## src/rtl/gopen_pkg.sv

```systemverilog
package gopen_pkg;

  // Default geometry limits
  localparam int MAX_WIDTH_DEF = 2048;
  localparam int BORDER_DEF    = 3;

  // Configuration register layout
  localparam int FW_W   = 12;
  localparam int FH_W   = 13;
  localparam int CFG_DW = 13;
  localparam int CFG_IW = 1;

  localparam logic [CFG_IW-1:0] CFG_FRAME_WIDTH  = 1'b0;
  localparam logic [CFG_IW-1:0] CFG_FRAME_HEIGHT = 1'b1;

  localparam int MIN_DIM = 7;
  localparam int W_RESET = 640;
  localparam int H_RESET = 480;

  // Slot row reaches H+2 during the flush tail
  localparam int ROW_W = 14;
  // Width of the position arithmetic in the slot tracker
  localparam int SUM_W = 16;

  localparam logic [7:0] PIX_ZERO = 8'h00;

  typedef logic [7:0] pix_t;

  // One window column: top is two lines back, bot is the newest line
  typedef struct packed {
    pix_t top;
    pix_t mid;
    pix_t bot;
  } col3_t;

  // Index 0 is the newest column, index 2 the oldest
  typedef col3_t [2:0] win_t;

  // Line buffer word: pixel one line back and pixel two lines back
  typedef struct packed {
    pix_t prev1;
    pix_t prev2;
  } lpair_t;

  // Per-slot decisions made when the request enters
  typedef struct packed {
    logic e_int;
    logic o_vld;
    logic o_int;
    logic o_last;
  } slot_t;

  function automatic pix_t min3(pix_t a, pix_t b, pix_t c);
    pix_t m;
    m = (a < b) ? a : b;
    return (m < c) ? m : c;
  endfunction

  function automatic pix_t max3(pix_t a, pix_t b, pix_t c);
    pix_t m;
    m = (a > b) ? a : b;
    return (m > c) ? m : c;
  endfunction

  function automatic pix_t min9(win_t w);
    pix_t c0;
    pix_t c1;
    pix_t c2;
    c0 = min3(w[0].top, w[0].mid, w[0].bot);
    c1 = min3(w[1].top, w[1].mid, w[1].bot);
    c2 = min3(w[2].top, w[2].mid, w[2].bot);
    return min3(c0, c1, c2);
  endfunction

  function automatic pix_t max9(win_t w);
    pix_t c0;
    pix_t c1;
    pix_t c2;
    c0 = max3(w[0].top, w[0].mid, w[0].bot);
    c1 = max3(w[1].top, w[1].mid, w[1].bot);
    c2 = max3(w[2].top, w[2].mid, w[2].bot);
    return max3(c0, c1, c2);
  endfunction

endpackage

```

## src/rtl/gopen_win.sv

```systemverilog
module gopen_win (
  input  logic              clk_i,
  input  logic              shift_i,
  input  gopen_pkg::col3_t  col_i,
  output gopen_pkg::win_t   win_o
);

  gopen_pkg::win_t win_q;

  // Shift the new column in at the newest end
  always_ff @(posedge clk_i) begin
    if (shift_i) begin
      win_q <= {win_q[1:0], col_i};
    end
  end

  assign win_o = win_q;

endmodule

```

## config.mk

```make
export PLATFORM = sky130hd
export DESIGN_NAME = gopen_win
export DESIGN_NICKNAME = d
export VERILOG_FILES = /design/src/rtl/gopen_pkg.sv /design/src/rtl/gopen_win.sv
export SDC_FILE = /design/constraint.sdc
export NUM_CORES = 1
export LEC_CHECK = 0
export BUFFER_PORTS_ARGS = -buffer_cell sky130_fd_sc_hd__buf_2
export CORE_ASPECT_RATIO = 0.7
export CORE_MARGIN = 2
export CORE_UTILIZATION = 40
export CTS_CLUSTER_SIZE = 25
export DETAILED_ROUTE_END_ITERATION = 10
export PLACE_DENSITY = 0.7
export SLEW_MARGIN = 5
export SYNTH_ARGS = -nofsm -noshare
export SYNTH_HDL_FRONTEND = slang
export SYNTH_SLANG_ARGS = --single-unit
```

## constraint.sdc

```tcl
create_clock -name clk_i -period 0.91 [get_ports clk_i]
set_clock_uncertainty 0.1 [all_clocks]
set_input_delay 0.1365 -clock clk_i [delete_from_list [all_inputs] [get_ports clk_i]]
set_output_delay 0.1365 -clock clk_i [all_outputs]
set_load 0.01 [all_outputs]
```

After elaboration in Yosys (flattened, before gate mapping)
Index checks and enable logic that the tools add are counted.
- bits in registers: 72
- logic and storage cells: 9

Depth between registers and ports, before layout
- depth in word-level cells: 0
- depth in mapped cells: 0

Least setup slack after synthesis
OpenSTA, ideal clock, no wires.
- path kind: register to register
- start point: register win_q (netlist bit win_o[0])
- end point: register win_q (netlist bit win_o[24]), data pin
- library setup time: 0.288 ns
- arrival: 0.403 ns
- setup slack: 0.118 ns
- cell stages (with the launch flop): 1
- cells stage by stage: edfxtp_1
- RTL lines (item ; RTL line ; text):
    start: declaration ; gopen_win.sv:8 ; gopen_pkg::win_t win_q;
    start signal: assignment ; gopen_win.sv:13 ; win_q <= {win_q[1:0], col_i};
No word-level cell between the ends.

Final worst setup path
- start point: register win_q (netlist bit win_o[25])
- end point: output port win_o[25] (netlist bit)
- RTL lines (item ; RTL line ; text):
    end: declaration ; gopen_win.sv:5 ; output gopen_pkg::win_t win_o
No word-level cell between the ends.

==> reports/results.ini <==
[outcome]
status = finished with violations
violations = negative setup slack

[floorplan]
core_area_um2 = 5230
fp-row-count = 22
die_w_um = 91.9
dieArea_um2 = 6020
fp.dieH_um = 65.5
io_pins = 98
initial_core_util_pct = 41.3

[pwr]
clkPwrFrac_pct = 35.0
p_int_uw = 5860
switching_share_pct = 20.1
p_switching_uw = 1480
seq_power_share_pct = 54.8
p_comb_share_pct = 10.3
p_total_uw = 7340
peakVddDrop_uv = 1450
power.density_nw_per_um2 = 2050
leakagePower_uw = 0.00151

[placement]
place_hpwl_um = 2600
gp_congestion = 0.703
port_buffers = 97

[final_layout]
layout.nets = 272
syn_to_final_growth_pct = 65.5
final_util_pct = 68.4
drive_gt1_share_pct = 60.6
multi_input_comb_cells = 0
fillCellCount = 349
multi_input_area_um2 = 0
n_antenna_cell = 0
largest_reg_flops = 72

[routing]
drc_errors = 0
dr.pass1.iters = 6
wl_um = 4560
vias = 1369
wire_per_inst_um = 14.1
drt-initial-drc-count = 62
final_antenna_net_count = 0
vias_per_cell = 4.24

[setup_path]
crit_path_start_kind = flip-flop
crit_cells = 1
r2r_setup_slack_ps = -100
crit_chain = buf_2
slowest_delay_ps = 420
cp_max_fo = 2
critical_path_class = reg -> out
crit_buf_inv = 1
r2r-start = win_o[25]$_DFFE_PP_
r2r-end = win_o[49]$_DFFE_PP_
reg2reg_depth = 2
endpoint_kind = output pin
worstPathRequired_ps = 670
crit_path_top_delay_cell = edfxtp_1
critPathTopFamily = flip-flops
cp.arrival_ps = 900

[synthesis]
synthTopCellsByCount = 72 x edfxtp_1
netlist_top_cells_area = edfxtp_1 100%
yosysSeqAreaShare_pct = 100
synth_top_area_cell = edfxtp_1
synthesis.nets = 98
async_flop_share_pct = 0
synth.top_cell.area_share_pct = 100
syn_area_per_cell_um2 = 30.0
yosysMostFrequentCell = edfxtp_1
synth_warnings = 0
synth_area_um2 = 2160
synth_edf_count = 72
synth-seq-cells = 72
postSynthCellCount = 72
synthFlopType = edfxtp_1
synth.distinct_cells = 1

[global_routing]
grt.total_usage_pct = 14.8
grt_pass1_vias = 1273
globalRouteOverflowTotal = 0
antenna_found_initial = 0
grt_first_pass_wirelength_um = 6290
grt_max_degree = 45

[sta]
setup_viol = 81
fmax_mhz = 878
drv_slew = 0
tightest_slew_ps = 234
fin_ws_ps = -230
hold_viol = 0
rsz0062_at_grt = yes
relSlewSlack_pct = 84.4
finalCriticalPeriod_ps = 1140
final.period_utilization_pct = 125

[clocking]
clk_latency_ps = 330
path_clk_slew_ps = 70
h-tree-depth = 3
ctsRootBufferMaster = clkbuf_8
cts_tree = yes
numCtsBuffers = 9
clock-sinks = 72
cts.path.max_buffers = 2

[min_path]
hp-class = in -> reg
hold_path_depth = 2
holdPathEnd = win_o[10]$_DFFE_PP_
worstHoldStart = shift_i

[flow_run]
max-cap-violations = 0

==> metal layers <==
layer | global-route usage (%) | wire length (µm) | up-vias
met4 | 5.60 | 16 | 0
met1 | 14.4 | 1610 | 658
met2 | 26.1 | 2480 | 68
met3 | 8.83 | 458 | 2
met5 | 0 | 0 | -
li1 | - | - | 641
==> worst max path at each step <==
stage                        start                   to  slack [ps]
2_1_floorplan   win_o[0]$_DFFE_PP_  win_o[24]$_DFFE_PP_         120
3_3_place_gp               shift_i  win_o[30]$_DFFE_PP_         -30
3_5_place_dp               shift_i  win_o[29]$_DFFE_PP_         -50
4_1_cts        win_o[13]$_DFFE_PP_            win_o[13]        -260
5_1_grt        win_o[44]$_DFFE_PP_            win_o[44]        -280
6_report       win_o[25]$_DFFE_PP_            win_o[25]        -230
==> cell families after synthesis <==
kind of cell | count (synthesis) | share of synthesized area (%)
flops | 72 | 100
==> stage by stage <==
step | TNS (ps) | hold WS [ps] | worst slack, ps | instances | cell area [µm²]
CTS | -15130 | 164 | -258 | 307 | 3410
global placement | -1050 | 214 | -26.7 | 243 | 2780
global route | -18030 | 176 | -275 | 323 | 3580
detailed placement | -2150 | 215 | -51.6 | 243 | 2780
floorplan | 0 | 135 | 118 | 72 | 2160
finish | -14120 | 197 | -230 | 323 | 3580
==> placed cells by master, fill, tap and decap left out <==
| master | synthesis | routed |
|---|---|---|
| buf_2 | 0 | 94 |
| edfxtp_1 | 72 | 72 |
| buf_4 | 0 | 32 |
| dlygate4sd3_1 | 0 | 24 |
| buf_6 | 0 | 11 |
| clkbuf_8 | 0 | 9 |
| clkinv_1 | 0 | 3 |
| clkinvlp_4 | 0 | 2 |
| bufinv_16 | 0 | 2 |
| buf_12 | 0 | 2 |
==> power by group through the flow <==
| stage | clock network (µW) | logic [µW] | registers, µW |
|---|---|---|---|
| after global routing | 2790 | 807 | 4040 |
| after CTS | 2670 | 657 | 4010 |
| after floorplan | 0 | 0 | 4200 |
| after global placement | 0 | 462 | 4070 |
| final | 2570 | 753 | 4020 |
| after detailed placement | 0 | 467 | 4090 |
==> area by class of cell <==
type / instances / area (µm²) / share of cell area [%]
repair buffers: 163 / 1110 / 31.2
clock inverters: 7 / 86.3 / 2.41
clock buffers: 9 / 124 / 3.46
flip-flops and latches: 72 / 2160 / 60.4
well taps: 72 / 90.1 / 2.52
==> timing repair <==
item	CTS	global route
gates resized for setup	0	12
buffers inserted	24	18
setup endpoints to repair	72	74
endpoints found under the hold margin	24	0
hold buffers	24	0
No activity file was read; power rests on OpenSTA's default activity.
