File: src/rtl/gopen_pkg.sv
package gopen_pkg;

  // Default geometry limits
  localparam int MAX_WIDTH_DEF = 2048;
  localparam int BORDER_DEF    = 3;

  // Configuration register layout
  localparam int FW_W   = 12;
  localparam int FH_W   = 13;
  localparam int CFG_DW = 13;
  localparam int CFG_IW = 1;

  localparam logic [CFG_IW-1:0] CFG_FRAME_WIDTH  = 1'b0;
  localparam logic [CFG_IW-1:0] CFG_FRAME_HEIGHT = 1'b1;

  localparam int MIN_DIM = 7;
  localparam int W_RESET = 640;
  localparam int H_RESET = 480;

  // Slot row reaches H+2 during the flush tail
  localparam int ROW_W = 14;
  // Width of the position arithmetic in the slot tracker
  localparam int SUM_W = 16;

  localparam logic [7:0] PIX_ZERO = 8'h00;

  typedef logic [7:0] pix_t;

  // One window column: top is two lines back, bot is the newest line
  typedef struct packed {
    pix_t top;
    pix_t mid;
    pix_t bot;
  } col3_t;

  // Index 0 is the newest column, index 2 the oldest
  typedef col3_t [2:0] win_t;

  // Line buffer word: pixel one line back and pixel two lines back
  typedef struct packed {
    pix_t prev1;
    pix_t prev2;
  } lpair_t;

  // Per-slot decisions made when the request enters
  typedef struct packed {
    logic e_int;
    logic o_vld;
    logic o_int;
    logic o_last;
  } slot_t;

  function automatic pix_t min3(pix_t a, pix_t b, pix_t c);
    pix_t m;
    m = (a < b) ? a : b;
    return (m < c) ? m : c;
  endfunction

  function automatic pix_t max3(pix_t a, pix_t b, pix_t c);
    pix_t m;
    m = (a > b) ? a : b;
    return (m > c) ? m : c;
  endfunction

  function automatic pix_t min9(win_t w);
    pix_t c0;
    pix_t c1;
    pix_t c2;
    c0 = min3(w[0].top, w[0].mid, w[0].bot);
    c1 = min3(w[1].top, w[1].mid, w[1].bot);
    c2 = min3(w[2].top, w[2].mid, w[2].bot);
    return min3(c0, c1, c2);
  endfunction

  function automatic pix_t max9(win_t w);
    pix_t c0;
    pix_t c1;
    pix_t c2;
    c0 = max3(w[0].top, w[0].mid, w[0].bot);
    c1 = max3(w[1].top, w[1].mid, w[1].bot);
    c2 = max3(w[2].top, w[2].mid, w[2].bot);
    return max3(c0, c1, c2);
  endfunction

endpackage

File: src/rtl/gopen_ctrl.sv
module gopen_ctrl #(
  parameter int MAX_WIDTH = gopen_pkg::MAX_WIDTH_DEF,
  parameter int BORDER    = gopen_pkg::BORDER_DEF,
  localparam int CW       = $clog2(MAX_WIDTH),
  localparam int WVW      = CW + 1
) (
  input  logic                          clk_i,
  input  logic                          rst_ni,
  input  logic                          cfg_we_i,
  input  logic [gopen_pkg::CFG_IW-1:0]  cfg_idx_i,
  input  logic [gopen_pkg::CFG_DW-1:0]  cfg_data_i,
  input  logic                          acc_i,
  input  logic                          fill_i,
  output logic                          admit_o,
  output logic [CW-1:0]                 col_o,
  output gopen_pkg::slot_t              slot_o
);

  localparam int W_RST = (gopen_pkg::W_RESET > MAX_WIDTH) ? MAX_WIDTH : gopen_pkg::W_RESET;
  localparam int SW    = gopen_pkg::SUM_W;

  logic [WVW-1:0]                 wv_q;
  logic [gopen_pkg::FH_W-1:0]     hv_q;
  logic [gopen_pkg::ROW_W-1:0]    row_q;
  logic [CW-1:0]                  col_q;

  logic [WVW-1:0]                 wv_cfg;
  logic [gopen_pkg::FH_W-1:0]     hv_cfg;
  logic [31:0]                    fw_sat;
  logic [gopen_pkg::FH_W-1:0]     fh_raw;

  logic [SW-1:0] r;
  logic [SW-1:0] c;
  logic [SW-1:0] w;
  logic [SW-1:0] h;
  logic [SW-1:0] b;
  logic [SW-1:0] oc;
  logic [SW-1:0] orr;
  logic          c_ge2;
  logic          pix_slot;
  logic          last_slot;
  logic          line_end;

  // Saturate the geometry on the way in
  always_comb begin
    fw_sat = 32'(cfg_data_i[gopen_pkg::FW_W-1:0]);
    if (fw_sat < 32'(gopen_pkg::MIN_DIM)) begin
      fw_sat = 32'(gopen_pkg::MIN_DIM);
    end else if (fw_sat > 32'(MAX_WIDTH)) begin
      fw_sat = 32'(MAX_WIDTH);
    end
    wv_cfg = fw_sat[WVW-1:0];
    fh_raw = cfg_data_i[gopen_pkg::FH_W-1:0];
    hv_cfg = (fh_raw < gopen_pkg::FH_W'(gopen_pkg::MIN_DIM)) ?
             gopen_pkg::FH_W'(gopen_pkg::MIN_DIM) : fh_raw;
  end

  always_comb begin
    r = SW'(row_q);
    c = SW'(col_q);
    w = SW'(wv_q);
    h = SW'(hv_q);
    b = SW'(BORDER);

    pix_slot  = r < h;
    last_slot = (r == h + SW'(2)) && (c == SW'(1));
    line_end  = c == w - SW'(1);

    // Erosion center sits one line and one pixel back; column zero wraps onto
    // the right edge, which is never interior
    slot_o.e_int = (r >= b + SW'(1)) && (r + b <= h) &&
                   (c >= b + SW'(1)) && (c + b <= w);

    // Output center sits two lines and two pixels back
    c_ge2 = c >= SW'(2);
    oc    = c_ge2 ? c - SW'(2) : c + w - SW'(2);
    orr   = c_ge2 ? r - SW'(2) : r - SW'(3);

    slot_o.o_vld  = (r > SW'(2)) || ((r == SW'(2)) && c_ge2);
    slot_o.o_int  = (orr >= b) && (orr + b < h) && (oc >= b) && (oc + b < w);
    slot_o.o_last = (orr == h - SW'(1)) && (oc == w - SW'(1));
  end

  // Drop fill requests that land on a pixel slot
  assign admit_o = !(pix_slot && fill_i);
  assign col_o   = col_q;

  always_ff @(posedge clk_i or negedge rst_ni) begin
    if (!rst_ni) begin
      wv_q  <= WVW'(W_RST);
      hv_q  <= gopen_pkg::FH_W'(gopen_pkg::H_RESET);
      row_q <= '0;
      col_q <= '0;
    end else if (cfg_we_i) begin
      case (cfg_idx_i)
        gopen_pkg::CFG_FRAME_WIDTH:  wv_q <= wv_cfg;
        gopen_pkg::CFG_FRAME_HEIGHT: hv_q <= hv_cfg;
        default: ;
      endcase
      row_q <= '0;
      col_q <= '0;
    end else if (acc_i && admit_o) begin
      if (last_slot) begin
        row_q <= '0;
        col_q <= '0;
      end else if (line_end) begin
        row_q <= row_q + gopen_pkg::ROW_W'(1);
        col_q <= '0;
      end else begin
        col_q <= col_q + CW'(1);
      end
    end
  end

endmodule

File: config.mk
export PLATFORM = sky130hd
export DESIGN_NAME = gopen_ctrl
export DESIGN_NICKNAME = d
export VERILOG_FILES = /design/src/rtl/gopen_pkg.sv /design/src/rtl/gopen_ctrl.sv
export SDC_FILE = /design/constraint.sdc
export NUM_CORES = 1
export LEC_CHECK = 0
export BUFFER_PORTS_ARGS = -buffer_cell sky130_fd_sc_hd__buf_2
export CAP_MARGIN = 20
export CORE_MARGIN = 2
export CORE_UTILIZATION = 35
export CTS_CLUSTER_SIZE = 20
export DETAILED_ROUTE_END_ITERATION = 8
export GPL_ROUTABILITY_DRIVEN = 0
export MAX_ROUTING_LAYER = met4
export PLACE_DENSITY = 0.51
export REMOVE_ABC_BUFFERS = 1
export SYNTH_ARGS = -nofsm -noshare
export SYNTH_HDL_FRONTEND = slang
export SYNTH_SLANG_ARGS = --single-unit
File: constraint.sdc
create_clock -name clk_i -period 5.3 [get_ports clk_i]
set_clock_uncertainty 0.15 [all_clocks]
set_input_delay 0.265 -clock clk_i [delete_from_list [all_inputs] [get_ports clk_i]]
set_output_delay 0.265 -clock clk_i [all_outputs]
set_load 0.005 [all_outputs]
Word level (Yosys, flattened, before mapping)
Cells that the tools add are included.

storage, ports and cells
  register bits after elaboration = 50
  input port bits = 19
  output and inout port bits = 16
  logic and storage cells = 70

cells by class
  add/sub/neg operators = 14
  order comparisons = 14
  equal/unequal tests = 6
  muxes and demuxes = 13
  bitwise logic cells = 1
  reductions and logical operators = 18

operator list
  kind                                                                                   count
  14-bit 2-to-1 mux                                                                      4
  11-bit 2-to-1 mux                                                                      4
  16-bit by 2-bit adder with 16-bit output (second input constant)                       2
  16-bit == test                                                                         2
  16-bit by 2-bit greater-or-equal comparator with 1-bit output (second input constant)  2
  16-bit 2-to-1 mux                                                                      2
  14-bit by 2-bit subtractor with 15-bit output (second input constant)                  2
  12-bit 2-to-1 mux                                                                      2
  11-bit by 16-bit == test with 1-bit output                                             1
  16-bit by 12-bit < comparator with 1-bit output                                        1
  16-bit by 13-bit < comparator with 1-bit output                                        1
  14-bit by 2-bit adder with 15-bit output (second input constant)                       1
  15-bit by 13-bit <= comparator with 1-bit output                                       1
  13-bit by 2-bit adder with 14-bit output (second input constant)                       1
  14-bit by 1-bit adder with 14-bit output (second input constant)                       1
  14-bit == test                                                                         1
  14-bit by 2-bit == test with 1-bit output (second input constant)                      1
  14-bit by 3-bit greater-or-equal comparator with 1-bit output (second input constant)  1
  14-bit by 2-bit greater-than comparator with 1-bit output (second input constant)      1
  14-bit by 13-bit < comparator with 1-bit output                                        1
  13-bit by 1-bit subtractor with 14-bit output (second input constant)                  1
  13-bit by 2-bit subtractor with 14-bit output (second input constant)                  1
  11-bit by 12-bit adder with 13-bit output                                              1
  13-bit by 3-bit < comparator with 1-bit output (second input constant)                 1
  18 further kinds                                                                       30

Longest topological paths before layout
  word-level depth = 7
  gate-level depth with buffers = 23
  mapped depth without buffers = 21

Worst setup path after synthesis
No wires, ideal clock.

  path kind = reg-to-output
  start point = register col_q[2] (netlist: col_o[2])
  end point = output port slot_o[1] in the netlist's numbering
  arrival time = 5.144 ns
  required time = 4.885 ns
  path slack = -0.259 ns
  cell stages (with the launch flop) = 21
  buffers on the path = 1
  path through = dfrtp_1 > clkbuf_1 > inv_1 > ha_1 > inv_1 > fa_1 > a211oi_1 > nor2_1 > nor4b_4 > a22oi_2 > or4b_4 > nor4_4 > xor2_1 > ha_1 > a21o_1 > a21o_1 > a2111oi_0 > nand4_1 > a211oi_1 > nand4_1 > nor4_2

RTL lines
  what                      RTL line           text
  start: declaration        gopen_ctrl.sv:25   logic [CW-1:0] col_q;
  start signal: assignment  gopen_ctrl.sv:110  col_q <= col_q + CW'(1);
  end: declaration          gopen_ctrl.sv:16   output gopen_pkg::slot_t slot_o

==> run summary <==
Status - complete, but fails checks
Failing checks - setup timing
Hold Path End - hv_q[12]
Placed cell count - 1546
Mapped Area - 8520 µm²
VDD IR max - 0.000185 V
Crit Path Max Fanout - 3
Relative slew margins - 25.6%
Largest delay share family, worst path - simple AND/OR/NAND/NOR gates
Top cells by area, synth - ha_1, dfrtp_1, xnor2_1
Worst path cell trace - inv_2, ha_4, inv_2, ha_4, fa_2, a211oi_4, nor2_2, nor4b_4, a22oi_2, or4b_4, nor4_4, xor2_1, ha_1, a21o_1, a21o_1, a2111oi_4, nand4_1, a211oi_2, nand4_1, nor4_2, buf_2
Reg-to-Reg Start - hv_q[11]
CP Data Required Time - 4.89 ns
Worst setup margin - -0.221 ns
Largest net degree at the start of global routing - 51
Final setup viols - 1
Count leader, synth - ha_1
# IOs - 35
Layout area overhead - 20.5%
Initial antenna violation count - 0
Worst Tran Pin Value - 1.09 ns
Synth Register Bits - 50
Synth Flop Type - dfrtp_1
Starting Density - 35.4%
Final Max Tran Viols - 0
Die footprint - 25600 µm²
RSZ-0062 raised after global routing - yes
Core area - 24100 µm²
Fmax - 0.181 GHz
Post-synth top area cell - ha_1
Asr flop ratio synth - 100%
Post-synthesis area per instance - 7.69 µm²
Slowest cell delay on critical path - 0.57 ns
DRT Pass-1 Iters - 5
Crit end category - primary output
CTS max path bufs - 2
Reg2reg setup slack - 1.19 ns
Clock root buffer - clkbuf_16
Worst hold path startpoint - cfg_data_i[12]
Final wirelength - 31300 µm
Worst setup SP type - flip-flop
Global-route usage over all layers - 25.3%
Post-synth EDFFs - 0
Clock Sinks - 50
Total power - 3.40 mW
Vias in the first global route - 8439
Hold WS - 0.0415 ns
TritonCTS buffer count - 5
Num rows - 57
H-tree depth - 2
Initial drt markers - 678
Register area share after synthesis - 14.8%
Total gr overflow - 0
Critical path arrival - 5.11 ns
Ys Warns - 0
Detail Route Antenna Nets - 0
Minimum period implied by the final worst setup slack - 5.52 ns
Die Ht - 160 µm
Via count - 8783
Crit path depth - 21
TritonCTS clock tree - yes
Final Hold Viols - 0
Worst Setup Path Type - flip-flop to primary output
DR vias/cell - 5.61
Non-Filler Instances - 1566
PwrDens - 331 nW/µm²
Reg2Reg Depth - 12
NumNets Final - 1370
Final worst path period share - 104%
Clk slew on worst S/H paths - 0.07 ns
First-pass GRT wire length - 49200 µm
CP max-delay cell - or4b_4
Reg-to-reg endpoint - row_q[6]
Drt wl/cell - 20.0 µm
DRC errors left - 0
Die Width - 160 µm
Unique masters post-synth - 89
Final HPWL DP - 25700 µm
Diodes inserted - 0
Fin Setup TNS - -0.221 ns
Share of cells above drive strength 1 - 20.1%
Dpl ws - -0.372 ns
WHS Path Cells - 3
Post-Syn Instances - 1109
Commonest cells in the netlist - ha_1, xnor2_1, nand2_1, nor2_1, inv_1
Leakage Power - 4.62 nW
Top cell type's share of synthesized area - 16.0%
Worst-Skew Late Latency - 0.30 ns
Max Cap Viol - 0
Worst Hold Class - input pin to flip-flop
Port-buffer cells - 34
Buf/Inv on CP - 3
==> how the worst max path moves through the flow <==
stage | from | endpoint | slack, ns
global placement | col_o[1] | slot_o[1] | -0.37
floorplan | col_o[1] | slot_o[1] | -0.24
detailed placement | col_o[1] | slot_o[1] | -0.37
CTS | col_o[1] | slot_o[1] | -0.15
global route | col_o[1] | slot_o[1] | -0.48
finish | wv_q[1] | slot_o[1] | -0.22
==> flip-flops by register name, summed over array words and instances (netlist names) <==
signal,count
col_o,11
hv_q,13
row_q,14
wv_q,12
==> final cells by class <==
class	instances	area, µm²
flip-flops and latches	50	1260
clock buffers	6	129
multi-input cells	927	6880
fillers	2546	13800
repair buffers	182	1280
clock inverters	2	37.5
inverters	75	282
well taps	324	405
==> placed cells by master (no fill, tap or decap), types with 4 or more instances in the layout <==
| master | netlist | routed |
|---|---|---|
| buf_4 | 2 | 147 |
| ha_1 | 109 | 106 |
| xnor2_1 | 94 | 93 |
| nand2_1 | 86 | 86 |
| nor2_1 | 84 | 83 |
| inv_1 | 73 | 70 |
| a21oi_1 | 56 | 54 |
| o21ai_0 | 52 | 46 |
| dfrtp_1 | 44 | 44 |
| nor3_1 | 43 | 43 |
| nand3_1 | 43 | 43 |
| nand4_1 | 36 | 36 |
| buf_2 | 3 | 34 |
| xor2_1 | 30 | 30 |
| nand2b_1 | 19 | 19 |
| a21o_1 | 17 | 17 |
| nor2b_1 | 16 | 16 |
| o31ai_1 | 15 | 15 |
| nor4_1 | 15 | 15 |
| and2_1 | 12 | 12 |
| o21a_1 | 12 | 12 |
| o211ai_1 | 11 | 11 |
| or4_1 | 11 | 11 |
| or3_1 | 11 | 10 |
| and3_1 | 10 | 10 |
| a211oi_1 | 12 | 9 |
| xnor3_1 | 8 | 8 |
| mux2_2 | 7 | 7 |
| nor3b_1 | 7 | 7 |
| o21ai_1 | 1 | 6 |
| and4_1 | 6 | 6 |
| a31oi_1 | 6 | 6 |
| dfstp_2 | 6 | 6 |
| or2_2 | 6 | 5 |
| a22o_1 | 5 | 5 |
| clkbuf_16 | 0 | 5 |
| o31a_1 | 4 | 4 |
| mux2i_1 | 5 | 4 |
| o2111ai_1 | 5 | 4 |
| a32oi_1 | 4 | 4 |
==> worst reg2reg max path, cell delays in order (launching register included) <==
cell       delay (ns)
dfrtp_1          0.56
inv_1            0.27
ha_1             0.36
and4b_1          0.25
and2_1           0.16
nand2_1          0.08
a2111oi_0        0.86
nor2_1           0.28
o221ai_1         0.26
buf_4            0.32
nand4_1          0.16
xor2_1           0.19
nor2_1           0.06
==> power breakdown <==
part / switching [mW] / internal (mW) / total (mW)
clock: 0.166 / 0.224 / 0.390
sequential: 0.0472 / 0.414 / 0.461
combinational: 1.37 / 1.18 / 2.55
total: 1.58 / 1.82 / 3.40
==> kinds of logic (layout without fill, tap and decap cells) <==
group	count (synthesis)	in the layout	share of synthesized area, %
mux	12	12	1.51
simple gates	428	428	27.0
compound gates	245	245	19.4
xor+xnor	132	132	14.9
flops	50	50	14.8
fa+ha+maj	110	110	16.2
buf+inv	132	265	6.21
==> stage by stage <==
stage	instance area (µm²)	utilization (%)
2_1_floorplan	8280	-
3_3_place_gp	9870	41.0
3_5_place_dp	9870	41.0
4_1_cts	10200	42.3
5_1_grt	10300	42.6
6_report	10300	42.6
==> layer usage <==
metal  track usage (%)  wire [µm]  vias to the layer above
met5                 -          0                        -
met4              6.14        667                        0
met3              4.16       1870                       41
met2              37.1      13100                      268
met1              36.1      15600                     4186
li1                  -          -                     4288
==> what timing repair did <==
item / 4_1_cts / 5_1_grt
hold buffers: 1 / 0
resized for setup: 22 / 13
pin swaps: 27 / 19
hold endpoints to repair: 44 / 0
setup buffers: 9 / 3
endpoints found under the setup margin: 1 / 1
Note: power is estimated with default switching activity, not from simulation.
